**src/rtl/pdmsd_pkg.sv**
```systemverilog
// ----------------------------------------------------------------------------
// pdmsd_pkg
// Shared constants, tables, types and helpers of the PDM sinc decimator
// ----------------------------------------------------------------------------
package pdmsd_pkg;

    // sizes
    localparam int SINC_TAPS  = 64;
    localparam int FIR_TAPS   = 39;
    localparam int COEF_WIDTH = 16;
    localparam int NUM_COEF   = 39;
    localparam int FRAC       = COEF_WIDTH - 1;

    localparam int PCM_W      = 12;
    localparam int PCM_MAX    = 4095;
    localparam int SUM_W      = 17;                  // largest window sum is 68018
    localparam int DEC_W      = SUM_W - 4;
    localparam int SINC_CNT_W = $clog2(SINC_TAPS);
    localparam int CIDX_W     = (FIR_TAPS > 1) ? $clog2(FIR_TAPS) : 1;
    localparam int PROD_W     = COEF_WIDTH + PCM_W + 1;
    localparam int ACC_W      = PROD_W + CIDX_W + 1;

    typedef logic [PCM_W-1:0] pcm_t;

    // sinc window, symmetric and non-negative
    localparam logic [11:0] WIN_TAB [64] = '{
        12'd0,    12'd2,    12'd9,    12'd21,   12'd39,   12'd63,   12'd94,   12'd132,
        12'd179,  12'd236,  12'd302,  12'd379,  12'd467,  12'd565,  12'd674,  12'd792,
        12'd920,  12'd1055, 12'd1196, 12'd1341, 12'd1487, 12'd1633, 12'd1776, 12'd1913,
        12'd2042, 12'd2159, 12'd2263, 12'd2352, 12'd2422, 12'd2474, 12'd2506, 12'd2516,
        12'd2516, 12'd2506, 12'd2474, 12'd2422, 12'd2352, 12'd2263, 12'd2159, 12'd2042,
        12'd1913, 12'd1776, 12'd1633, 12'd1487, 12'd1341, 12'd1196, 12'd1055, 12'd920,
        12'd792,  12'd674,  12'd565,  12'd467,  12'd379,  12'd302,  12'd236,  12'd179,
        12'd132,  12'd94,   12'd63,   12'd39,   12'd21,   12'd9,    12'd2,    12'd0
    };

    // low-pass coefficients in Q1.15
    localparam int LP_Q15 [NUM_COEF] = '{
        214, 121, 90, -5, -172, -405, -676, -942, -1145, -1221,
        -1112, -780, -215, 558, 1478, 2454, 3376, 4134, 4631, 4805,
        4631, 4134, 3376, 2454, 1478, 558, -215, -780, -1112, -1221,
        -1145, -942, -676, -405, -172, -5, 90, 121, 214
    };

    // controller states
    typedef enum logic [1:0] {
        T_IDLE,
        T_SINC,
        T_FIR,
        T_OUT
    } top_state_t;

    typedef enum logic [1:0] {
        F_IDLE,
        F_MAC,
        F_DRAIN,
        F_ROUND
    } fir_state_t;

    // sinc stage result
    typedef struct packed {
        logic done;
        pcm_t dec;
        logic clip;
    } sinc_res_t;

    // fir request and result
    typedef struct packed {
        logic start;
        logic en;
        pcm_t dec;
    } fir_req_t;

    typedef struct packed {
        logic done;
        pcm_t sample;
        logic clip;
    } fir_res_t;

    // window entry k
    function automatic logic [11:0] win_at(input logic [5:0] k);
        return WIN_TAB[k];
    endfunction

    // coefficient j with FRAC fraction bits, zero beyond the defined taps
    function automatic logic signed [COEF_WIDTH-1:0] coef_at(input logic [5:0] j);
        int q;
        int s;
        int r;
        r = 0;
        if (int'(j) < NUM_COEF) begin
            q = LP_Q15[j];
            s = 15 - FRAC;
            if (s <= 0) begin
                r = q <<< (-s);
            end else begin
                r = (q + (1 <<< (s - 1))) >>> s;
            end
        end
        return COEF_WIDTH'(r);
    endfunction

endpackage

```
**src/rtl/pdmsd_sinc.sv**
```systemverilog
// ----------------------------------------------------------------------------
// pdmsd_sinc
// Bit-serial sinc window accumulator with divide by 16 and saturation
// ----------------------------------------------------------------------------
module pdmsd_sinc
    import pdmsd_pkg::*;
(
    input  logic                 aclk,
    input  logic                 aresetn,
    input  logic                 start,
    input  logic [SINC_TAPS-1:0] bits,
    output sinc_res_t            res
);

    logic [SINC_TAPS-1:0]  bits_reg, bits_next;
    logic [SINC_CNT_W-1:0] cnt_reg,  cnt_next;
    logic [SUM_W-1:0]      sum_reg,  sum_next;
    logic                  busy_reg, busy_next;
    logic                  done_reg, done_next;
    logic [DEC_W-1:0]      quot;

    // one window entry per cycle, lowest bit first
    always_comb begin
        bits_next = bits_reg;
        cnt_next  = cnt_reg;
        sum_next  = sum_reg;
        busy_next = busy_reg;
        done_next = 1'b0;
        if (start) begin
            bits_next = bits;
            cnt_next  = '0;
            sum_next  = '0;
            busy_next = 1'b1;
        end else if (busy_reg) begin
            if (bits_reg[0]) begin
                sum_next = sum_reg + SUM_W'(win_at(6'(cnt_reg)));
            end
            bits_next = bits_reg >> 1;
            cnt_next  = cnt_reg + 1'b1;
            if (cnt_reg == SINC_CNT_W'(SINC_TAPS - 1)) begin
                busy_next = 1'b0;
                done_next = 1'b1;
            end
        end
    end

    always_ff @(posedge aclk) begin
        if (!aresetn) begin
            busy_reg <= 1'b0;
            done_reg <= 1'b0;
        end else begin
            busy_reg <= busy_next;
            done_reg <= done_next;
        end
        bits_reg <= bits_next;
        cnt_reg  <= cnt_next;
        sum_reg  <= sum_next;
    end

    // truncating divide by 16, then clamp to the pcm range
    assign quot = sum_reg[SUM_W-1:4];

    always_comb begin
        res.done = done_reg;
        if (quot > DEC_W'(PCM_MAX)) begin
            res.dec  = pcm_t'(PCM_MAX);
            res.clip = 1'b1;
        end else begin
            res.dec  = quot[PCM_W-1:0];
            res.clip = 1'b0;
        end
    end

endmodule

```
**src/rtl/pdmsd_cell.sv**
```systemverilog
// ----------------------------------------------------------------------------
// pdmsd_cell
// One sample slot of the fir delay chain
// ----------------------------------------------------------------------------
module pdmsd_cell
    import pdmsd_pkg::*;
(
    input  logic aclk,
    input  logic aresetn,
    input  logic load,
    input  pcm_t d,
    output pcm_t q
);

    pcm_t q_reg;

    // delay line starts cleared
    always_ff @(posedge aclk) begin
        if (!aresetn) begin
            q_reg <= '0;
        end else if (load) begin
            q_reg <= d;
        end
    end

    assign q = q_reg;

endmodule

```
**src/rtl/pdmsd_fir.sv**
```systemverilog
// ----------------------------------------------------------------------------
// pdmsd_fir
// Chain of sample cells rotated past one shared multiply-accumulate unit
// ----------------------------------------------------------------------------
module pdmsd_fir
    import pdmsd_pkg::*;
(
    input  logic     aclk,
    input  logic     aresetn,
    input  fir_req_t req,
    output fir_res_t res
);

    localparam logic signed [ACC_W-1:0] HALF = ACC_W'(1) <<< (FRAC - 1);

    fir_state_t                 state_reg, state_next;
    logic [CIDX_W-1:0]          cidx_reg,  cidx_next;
    logic signed [PROD_W-1:0]   prod_reg,  prod_next;
    logic                       pvld_reg,  pvld_next;
    logic signed [ACC_W-1:0]    acc_reg,   acc_next;
    logic                       done_reg,  done_next;
    pcm_t                       smp_reg,   smp_next;
    logic                       clip_reg,  clip_next;

    pcm_t                       x [FIR_TAPS];
    pcm_t                       head_d;
    logic                       chain_load;
    logic signed [ACC_W-1:0]    rnd;
    logic [ACC_W-FRAC-1:0]      q;

    // cell 0 takes the new sample on a shift and the last cell on a rotate
    assign head_d = (state_reg == F_IDLE) ? req.dec : x[FIR_TAPS-1];

    pdmsd_cell u_cell_0 (
        .aclk    (aclk),
        .aresetn (aresetn),
        .load    (chain_load),
        .d       (head_d),
        .q       (x[0])
    );

    for (genvar g = 1; g < FIR_TAPS; g++) begin : g_chain
        pdmsd_cell u_cell (
            .aclk    (aclk),
            .aresetn (aresetn),
            .load    (chain_load),
            .d       (x[g-1]),
            .q       (x[g])
        );
    end

    // rounding of the accumulated sum, clamped in the round state
    assign rnd = acc_reg + HALF;
    assign q   = rnd[ACC_W-1:FRAC];

    // sequencer and mac
    always_comb begin
        state_next = state_reg;
        cidx_next  = cidx_reg;
        prod_next  = prod_reg;
        pvld_next  = 1'b0;
        acc_next   = acc_reg;
        done_next  = 1'b0;
        smp_next   = smp_reg;
        clip_next  = clip_reg;
        chain_load = 1'b0;
        unique case (state_reg)
            F_IDLE: begin
                if (req.start) begin
                    chain_load = 1'b1;
                    cidx_next  = CIDX_W'(FIR_TAPS - 1);
                    acc_next   = '0;
                    if (req.en) begin
                        state_next = F_MAC;
                    end else begin
                        done_next = 1'b1;
                    end
                end
            end
            F_MAC: begin
                chain_load = 1'b1;
                prod_next  = PROD_W'(coef_at(6'(cidx_reg)) * $signed({1'b0, x[FIR_TAPS-1]}));
                pvld_next  = 1'b1;
                if (pvld_reg) begin
                    acc_next = acc_reg + ACC_W'(prod_reg);
                end
                cidx_next = cidx_reg - 1'b1;
                if (cidx_reg == '0) begin
                    state_next = F_DRAIN;
                end
            end
            F_DRAIN: begin
                acc_next   = acc_reg + ACC_W'(prod_reg);
                state_next = F_ROUND;
            end
            F_ROUND: begin
                if (rnd < 0) begin
                    smp_next  = '0;
                    clip_next = 1'b1;
                end else if (q > (ACC_W - FRAC)'(PCM_MAX)) begin
                    smp_next  = pcm_t'(PCM_MAX);
                    clip_next = 1'b1;
                end else begin
                    smp_next  = q[PCM_W-1:0];
                    clip_next = 1'b0;
                end
                done_next  = 1'b1;
                state_next = F_IDLE;
            end
            default: begin
                state_next = F_IDLE;
            end
        endcase
    end

    always_ff @(posedge aclk) begin
        if (!aresetn) begin
            state_reg <= F_IDLE;
            pvld_reg  <= 1'b0;
            done_reg  <= 1'b0;
        end else begin
            state_reg <= state_next;
            pvld_reg  <= pvld_next;
            done_reg  <= done_next;
        end
        cidx_reg <= cidx_next;
        prod_reg <= prod_next;
        acc_reg  <= acc_next;
        smp_reg  <= smp_next;
        clip_reg <= clip_next;
    end

    assign res.done   = done_reg;
    assign res.sample = smp_reg;
    assign res.clip   = clip_reg;

endmodule

```
**src/rtl/pdm_sinc_decimator_with_fir_core.sv**
```systemverilog
// ----------------------------------------------------------------------------
// pdm_sinc_decimator_with_fir_core
// PDM to PCM decimator: sinc window sum, divide by 16, optional 39-tap FIR
// ----------------------------------------------------------------------------
// One transaction carries 64 PDM bits and yields one 12-bit PCM sample. The
// sinc stage adds one window entry per cycle; with the low-pass enable set
// the sample then rotates once through the 39-cell delay chain past a single
// multiplier, followed by the product register, a drain step, rounding and
// handover to the output register. The delay line takes in every decimated
// sample, filtered or not, and is cleared by reset. The next transaction is
// taken once the previous result sits in the output register, so the input
// takes no new item while one is still in flight.
// ----------------------------------------------------------------------------
module pdm_sinc_decimator_with_fir_core
    import pdmsd_pkg::*;
(
    input  logic        aclk,
    input  logic        aresetn,
    // configuration
    input  logic        cfg_wr_en,
    input  logic        cfg_wr_data,
    // input channel
    input  logic        s_valid,
    output logic        s_ready,
    input  logic [63:0] s_pdm_bits,
    // result channel
    output logic        m_valid,
    input  logic        m_ready,
    output logic [11:0] m_pcm_sample,
    output logic        m_clipped
);

    top_state_t state_reg, state_next;
    logic       lp_en_reg;
    logic       m_valid_reg, m_valid_next;
    pcm_t       m_sample_reg, m_sample_next;
    logic       m_clip_reg,   m_clip_next;

    logic       sinc_start;
    sinc_res_t  sinc_res;
    fir_req_t   fir_req;
    fir_res_t   fir_res;

    // configuration register
    always_ff @(posedge aclk) begin
        if (!aresetn) begin
            lp_en_reg <= 1'b0;
        end else if (cfg_wr_en) begin
            lp_en_reg <= cfg_wr_data;
        end
    end

    pdmsd_sinc u_sinc (
        .aclk    (aclk),
        .aresetn (aresetn),
        .start   (sinc_start),
        .bits    (s_pdm_bits[SINC_TAPS-1:0]),
        .res     (sinc_res)
    );

    pdmsd_fir u_fir (
        .aclk    (aclk),
        .aresetn (aresetn),
        .req     (fir_req),
        .res     (fir_res)
    );

    // transaction sequencing and output register
    always_comb begin
        state_next    = state_reg;
        m_valid_next  = m_valid_reg;
        m_sample_next = m_sample_reg;
        m_clip_next   = m_clip_reg;
        s_ready       = 1'b0;
        sinc_start    = 1'b0;
        fir_req.start = 1'b0;
        fir_req.en    = lp_en_reg;
        fir_req.dec   = sinc_res.dec;
        if (m_valid_reg && m_ready) begin
            m_valid_next = 1'b0;
        end
        unique case (state_reg)
            T_IDLE: begin
                s_ready = 1'b1;
                if (s_valid) begin
                    sinc_start = 1'b1;
                    state_next = T_SINC;
                end
            end
            T_SINC: begin
                if (sinc_res.done) begin
                    fir_req.start = 1'b1;
                    state_next    = T_FIR;
                end
            end
            T_FIR: begin
                if (fir_res.done) begin
                    state_next = T_OUT;
                end
            end
            T_OUT: begin
                if (!m_valid_reg || m_ready) begin
                    m_valid_next  = 1'b1;
                    m_sample_next = lp_en_reg ? fir_res.sample : sinc_res.dec;
                    m_clip_next   = sinc_res.clip | (lp_en_reg & fir_res.clip);
                    state_next    = T_IDLE;
                end
            end
            default: begin
                state_next = T_IDLE;
            end
        endcase
    end

    always_ff @(posedge aclk) begin
        if (!aresetn) begin
            state_reg   <= T_IDLE;
            m_valid_reg <= 1'b0;
        end else begin
            state_reg   <= state_next;
            m_valid_reg <= m_valid_next;
        end
        m_sample_reg <= m_sample_next;
        m_clip_reg   <= m_clip_next;
    end

    assign m_valid      = m_valid_reg;
    assign m_pcm_sample = m_sample_reg;
    assign m_clipped    = m_clip_reg;

endmodule

```
**config.mk**
```make
export PLATFORM = sky130hd
export DESIGN_NAME = pdm_sinc_decimator_with_fir_core
export DESIGN_NICKNAME = d
export VERILOG_FILES = /design/src/rtl/pdmsd_pkg.sv /design/src/rtl/pdmsd_sinc.sv /design/src/rtl/pdmsd_cell.sv /design/src/rtl/pdmsd_fir.sv /design/src/rtl/pdm_sinc_decimator_with_fir_core.sv
export SDC_FILE = /design/constraint.sdc
export NUM_CORES = 2
export LEC_CHECK = 0
export BUFFER_PORTS_ARGS = -buffer_cell sky130_fd_sc_hd__buf_2
export CORE_UTILIZATION = 50
export CTS_BUF_LIST = sky130_fd_sc_hd__clkbuf_16
export DETAILED_ROUTE_END_ITERATION = 10
export PLACE_DENSITY = 0.66
export SETUP_SLACK_MARGIN = 0.15
export SYNTH_ARGS = -nofsm -noshare
export SYNTH_HDL_FRONTEND = slang
export SYNTH_HIERARCHICAL = 1
export SYNTH_SLANG_ARGS = --single-unit
```
**constraint.sdc**
```tcl
create_clock -name aclk -period 8.1 [get_ports aclk]
set_input_delay 0.81 -clock aclk [delete_from_list [all_inputs] [get_ports aclk]]
set_output_delay 0.81 -clock aclk [all_outputs]
set_load 0.02 [all_outputs]
```
# Word level (Yosys, flattened, before mapping)
# Memories as Yosys holds them, arrays and structs flattened.
# Cells that the tools add are included.
# totals
latch_bits	0
memories	2
ramBits	0
output_inout_bits	15
in_bits	70
mem_bits_ro	2816
wordCells	153
regBits	662
# memory_table
memory	words	width	read_ports	rd_ports_with_merged_regs	write_ports	line_no	text
(name not given)	64	32	1	0	0	pdmsd_pkg.sv:92	q = LP_Q15[j];
(name not given)	64	12	1	0	0	pdmsd_pkg.sv:82	return WIN_TAB[k];
# classes
order_cmp	6
n_eq_ne	15
reduce_logical	16
n_div	0
mul	1
mux	45
n_shift	0
addsub	5
bitwise	6
# op_table
op	count
$mux W64	2
$pmux W36 S3	1
$mux W36	2
$mux W16	4
$mux W12	5
$add A36 B16 Y36 const B	1
$add A36 B29 Y36	1
$lt A36 B1 Y1 const B	1
$mul A16 B13 Y29	1
$gt A21 B12 Y1 const B	1
$add A17 B12 Y17	1
$mux W1	17
$pmux W2 S4	2
$ge A7 B7 Y1 const B	2
$mux W2	7
$not A6 Y7	2
$gt A13 B12 Y1 const B	1
$mux W13	1
$pmux W6 S2	1
$eq A2 B2 Y1 const B	4
$ne A2 B1 Y1 const B	4
$ne A2 B2 Y1 const B	4
$add A6 B1 Y6 const B	1
$eq A6 B6 Y1 const B	1
other kinds (19)	27

# Logic depth before layout (Yosys ltp)
# logic_depth
ltp_word	7
ltp_mapped	31
depth_no_buf	29

# Cells and area by module
# The synthesis kept the hierarchy.
# by_module_without_submodules
mod	cells_each	n_inst	area_each_um2	seq_area_each_um2
pdmsd_cell	38	39	450.4	240.2
pdmsd_fir	1436	1	12996.2	2602.5
pdmsd_sinc	518	1	5495.3	2422.3
pdm_sinc_decimator_with_fir_core	55	1	837.1	470.5

# Worst setup path after synthesis
# Ideal clock, no wire load.
# synth_path
kind	register to register
startpoint	register u_fir.cidx_reg[1]
endpoint	register u_fir.prod_reg[28] (data pin)
n_path_buf	2
synth_period_minus_slack_ps	7029
path_stages_with_launch	27
required_ps	7840
arrival_ps	6769
setup_time_ps	260
path_slack_ps	1071
cell_sequence	edfxtp_1 clkbuf_1 inv_1 ha_1 inv_1 ha_1 a311o_1 o21ai_0 clkbuf_1 and2_1 fa_1 fa_1 inv_1 fa_1 inv_1 fa_1 inv_1 fa_1 inv_1 ha_1 a21oi_1 nor2_1 a221oi_2 o21ai_1 a41oi_1 o21bai_1 xnor2_1
# synth_between
elab_chain_cells	7
elab_cells_between_ends	8
cone_classes	1 x mul; 1 x order compare; 4 x mux; 1 x bitwise; 1 x memory
# synth_rtl
element	line_no	text
start: declaration	pdmsd_fir.sv:17	logic [CIDX_W-1:0] cidx_reg, cidx_next;
start signal: assignment	pdmsd_fir.sv:126	cidx_reg <= cidx_next;
$not A6 Y7 (implied by the code)	pdmsd_pkg.sv:92	
$mem_v2 Z64 W32	--	
$mux W16 (implied by the code) (2 in a row)	pdmsd_pkg.sv:92	
$mux W16 *	pdmsd_pkg.sv:91	if (int'(j) < NUM_COEF) begin
$mux W16 *	pdmsd_fir.sv:67	unique case (state_reg)
$mul A16 B13 Y29 *	pdmsd_fir.sv:82	prod_next = PROD_W'(coef_at(6'(cidx_reg)) * $signed({1'b0, x[FIR_TAPS-1]}));
end signal: assignment	pdmsd_fir.sv:127	prod_reg <= prod_next;
end: declaration	pdmsd_fir.sv:18	logic signed [PROD_W-1:0] prod_reg, prod_next;
# Every way passes the cells marked *; elsewhere a longest branch is shown, timed or not. The select of a mux whose other input is x is not followed.
# A chain may end at the register's enable or synchronous reset.

# Worst setup path in the final report
# layout_path
startpoint	register u_fir.cidx_reg[0]
endpoint	register u_fir.prod_reg[28] (data pin)
# Same word-level chain as after synthesis.

==> impl_metrics.yaml <==
status:
  status: "finished, final reports clean"
critical_path:
  r2r_start: "u_fir/cidx_reg[0]$_SDFFCE_PN0P_"
  reg2reg_depth: 29
  crit_fanout: 13
  start_kind: "register"
  max_stage_delay_ns: 0.53
  crit_path_end_kind: "register"
  critical_path_class: "reg2reg"
  crit_required_ns: 8.45
  cp_data_arrival_time_ns: 7.70
  reg2reg_slack_ns: 0.75
  crit_slowest_cell: "fa_1"
  crit_end: "u_fir/prod_reg[28]$_DFFE_PP_"
  crit_top_cell: "inv_1"
  regToRegEndpoint: "u_fir/prod_reg[28]$_DFFE_PP_"
  cp-startpoint: "u_fir/cidx_reg[0]$_SDFFCE_PN0P_"
sta:
  finalCriticalPeriod_ns: 7.350
  rsz0062_at_grt: "no"
  post-route-period-util: 0.9074
  drv_slew: 0
  hold_viol: 0
  max_freq_ghz: 0.1361
  fin_worst_skew_ns: 0.02051
  setup_violations: 0
  tns_ns: 0
  setup_ws_ns: 0.7504
  worst_slew_pin_slew_ns: 1.108
  relSlewSlack: 0.2616
logic_synthesis:
  synth_largest_area_cell: "dfxtp_1"
  synth_area_leaders: "dfxtp_1 27%, edfxtp_1 13%, mux2i_1 13%"
  avgSynthCellArea_um2: 10.57
  synth_edf_count: 161
  async_flop_share: 0
  ys_warn_count: 6
  ys_seq_area_frac: 0.4029
  ys_ff_latch: 662
  yosysMostFrequentCell: "nor2b_1"
  netlist_area_mm2: 0.03690
  ys_types: 85
  syn-instance-count: 3491
  synth-main-ff-cell: "dfxtp_1"
  synthTopCellsByCount: "505 x nor2b_1, 501 x dfxtp_1, 480 x mux2i_1"
  yosys.area.top_type_share: 0.2718
  syn-num-nets: 3871
placement:
  placed_cell_area_mm2: 0.03788
  numPortBuffers: 84
  hpwl_mm: 46.55
  place_inst: 4394
  place_ws_ns: 0.7155
  globalplace.congestion: 0.8486
power:
  seqPwrFrac: 0.421
  pwr-share-comb: 0.223
  power_density_mw_per_mm2: 228.9
  switching_share: 0.2885
  p_leak_nw: 15.11
  clock_power_share: 0.356
  peakVddDrop_v: 0.0002250
  switchingPower_mw: 2.664
  internal_power_mw: 6.570
cts:
  holdBufCountCts: 0
  cts_resized: 0
  cts_buffers: 74
  post_cts_buffers: 0
  cts.sinks: 662
  clk-insertion-delay-late_ns: 0.61
  cts_buffer_depth: 3
  h-tree-depth: 3
  cts_tree: "built"
  clockRootBuffer: "clkbuf_16"
  clkSlewWorstSetupHoldPaths_ns: 0.06
global_route:
  antenna_found_initial: 2
  grt_overflow: 0
  grt_pass1_vias: 22490
  grt_max_degree: 150
  grt_first_pass_wirelength_mm: 115.0
  grt_util_all_layers: 0.1853
routing:
  met1_length_mm: 34.42
  routed_wl_mm: 68.98
  via_per_inst: 5.122
  route.met3.wl_mm: 3.182
  avgRoutedWirePerCell_um: 15.22
  dr.max_layer_used: "met5"
  ant_nets: 0
  wl_met2_mm: 29.50
  first_iter_violations: 1736
  num_vias: 23220
  drt_pass1_iterations: 5
  drc: 0
floorplanning:
  io_pins: 85
  coreArea_mm2: 0.07296
  start_util: 0.5057
  die_w_um: 273.6
  die_y_um: 273.6
  die_area_mm2: 0.07488
  std_cell_rows: 99
finish:
  finalNetCount: 3894
  drive_gt1_frac: 0.1052
  nFillCells: 6473
  final_cell_count_no_fill: 4533
  largest_reg_flops: 456
  finalInstanceArea_mm2: 0.04034
  syn_to_final_growth_pct: 9.336
  antenna_cells: 0
min_path:
  hp-class: "in2reg"
  hp-start: "cfg_wr_data"
job:
  drv_cap: 0
==> layout make-up <==
cell class / instances / area [um^2] / area share
Clock inverter: 59 / 513.0 / 0.01272
Tap cell: 959 / 1200 / 0.02974
Multi-Input combinational cell: 2369 / 20010 / 0.4960
Timing Repair Buffer: 127 / 778.2 / 0.01929
Clock buffer: 77 / 1927 / 0.04777
Inverter: 280 / 1051 / 0.02605
Sequential cell: 662 / 14860 / 0.3685
==> worst min-delay path by stage <==
stage	slack, ns	endpoint	depth (start not counted)
6_report	0.46	lp_en_reg$_SDFFE_PN0P_	3
5_1_grt	0.46	u_sinc/bits_reg[14]$_DFFE_PP_	2
4_1_cts	0.44	lp_en_reg$_SDFFE_PN0P_	3
3_5_place_dp	0.46	u_sinc/sum_reg[3]$_SDFFE_PP0P_	2
3_3_place_gp	0.45	u_sinc/sum_reg[0]$_SDFFE_PP0P_	2
2_1_floorplan	0.44	u_sinc/sum_reg[3]$_SDFFE_PP0P_	2
==> layer usage <==
layer | GRT usage | up-vias
met3 | 0.03211 | 116
li1 | - | 11830
met1 | 0.2652 | 10840
met4 | 0.05954 | 2
met2 | 0.2830 | 434
met5 | 0 | -
==> through the flow <==
stage,hold slack (ns),util,total power [mW]
finish,0.4623,0.5529,9.234
CTS,0.4388,0.5526,9.360
global route,0.4619,0.5529,9.692
floorplan,0.4362,-,5.700
global placement,0.4522,0.5192,6.004
detailed placement,0.4572,0.5192,6.016
==> cells by family (layout without fill, tap and decap cells) <==
family                     after synthesis  count (layout)  share of synthesized area
and+or+nand+nor                       1014            1014                     0.1554
DFF                                    662             662                     0.4029
muxes                                  574             574                     0.1601
buffers and inverters                  460             543                    0.05551
AOI/OAI and AO/OA                      394             394                    0.06915
adders and majority gates              310             310                     0.1387
xor gates and xnor gates                77              77                    0.01828
==> power groups by stage <==
| stage | registers [mW] | clock network [mW] | logic (mW) |
|---|---|---|---|
| CTS | 3.89 | 3.40 | 2.07 |
| finish | 3.89 | 3.29 | 2.06 |
| floorplan | 3.89 | 0 | 1.81 |
| global placement | 3.96 | 0 | 2.05 |
| global route | 3.91 | 3.53 | 2.25 |
| detailed placement | 3.96 | 0 | 2.06 |
==> cell usage in the layout (no fill, tap or decap), drive strengths merged, types with 100 or more instances in the layout <==
cell type	n
and2	115
inv	305
edfxtp	161
a21oi	117
nor2b	507
ha	145
fa	165
o21ai	100
nand2	155
dfxtp	501
buf	127
mux2i	480
==> critical path, delay by kind of cell, from the launching register on <==
kind / cells / cell delay, ns
buffers and inverters: 7 / 0.83
adder cells (fa/ha/maj): 8 / 3.19
flip-flops: 1 / 0.51
XOR/XNOR: 1 / 0.12
AO/OA/AOI/OAI: 9 / 1.97
AND/OR/NAND/NOR: 4 / 0.47
(Power assumes the default switching activity.)
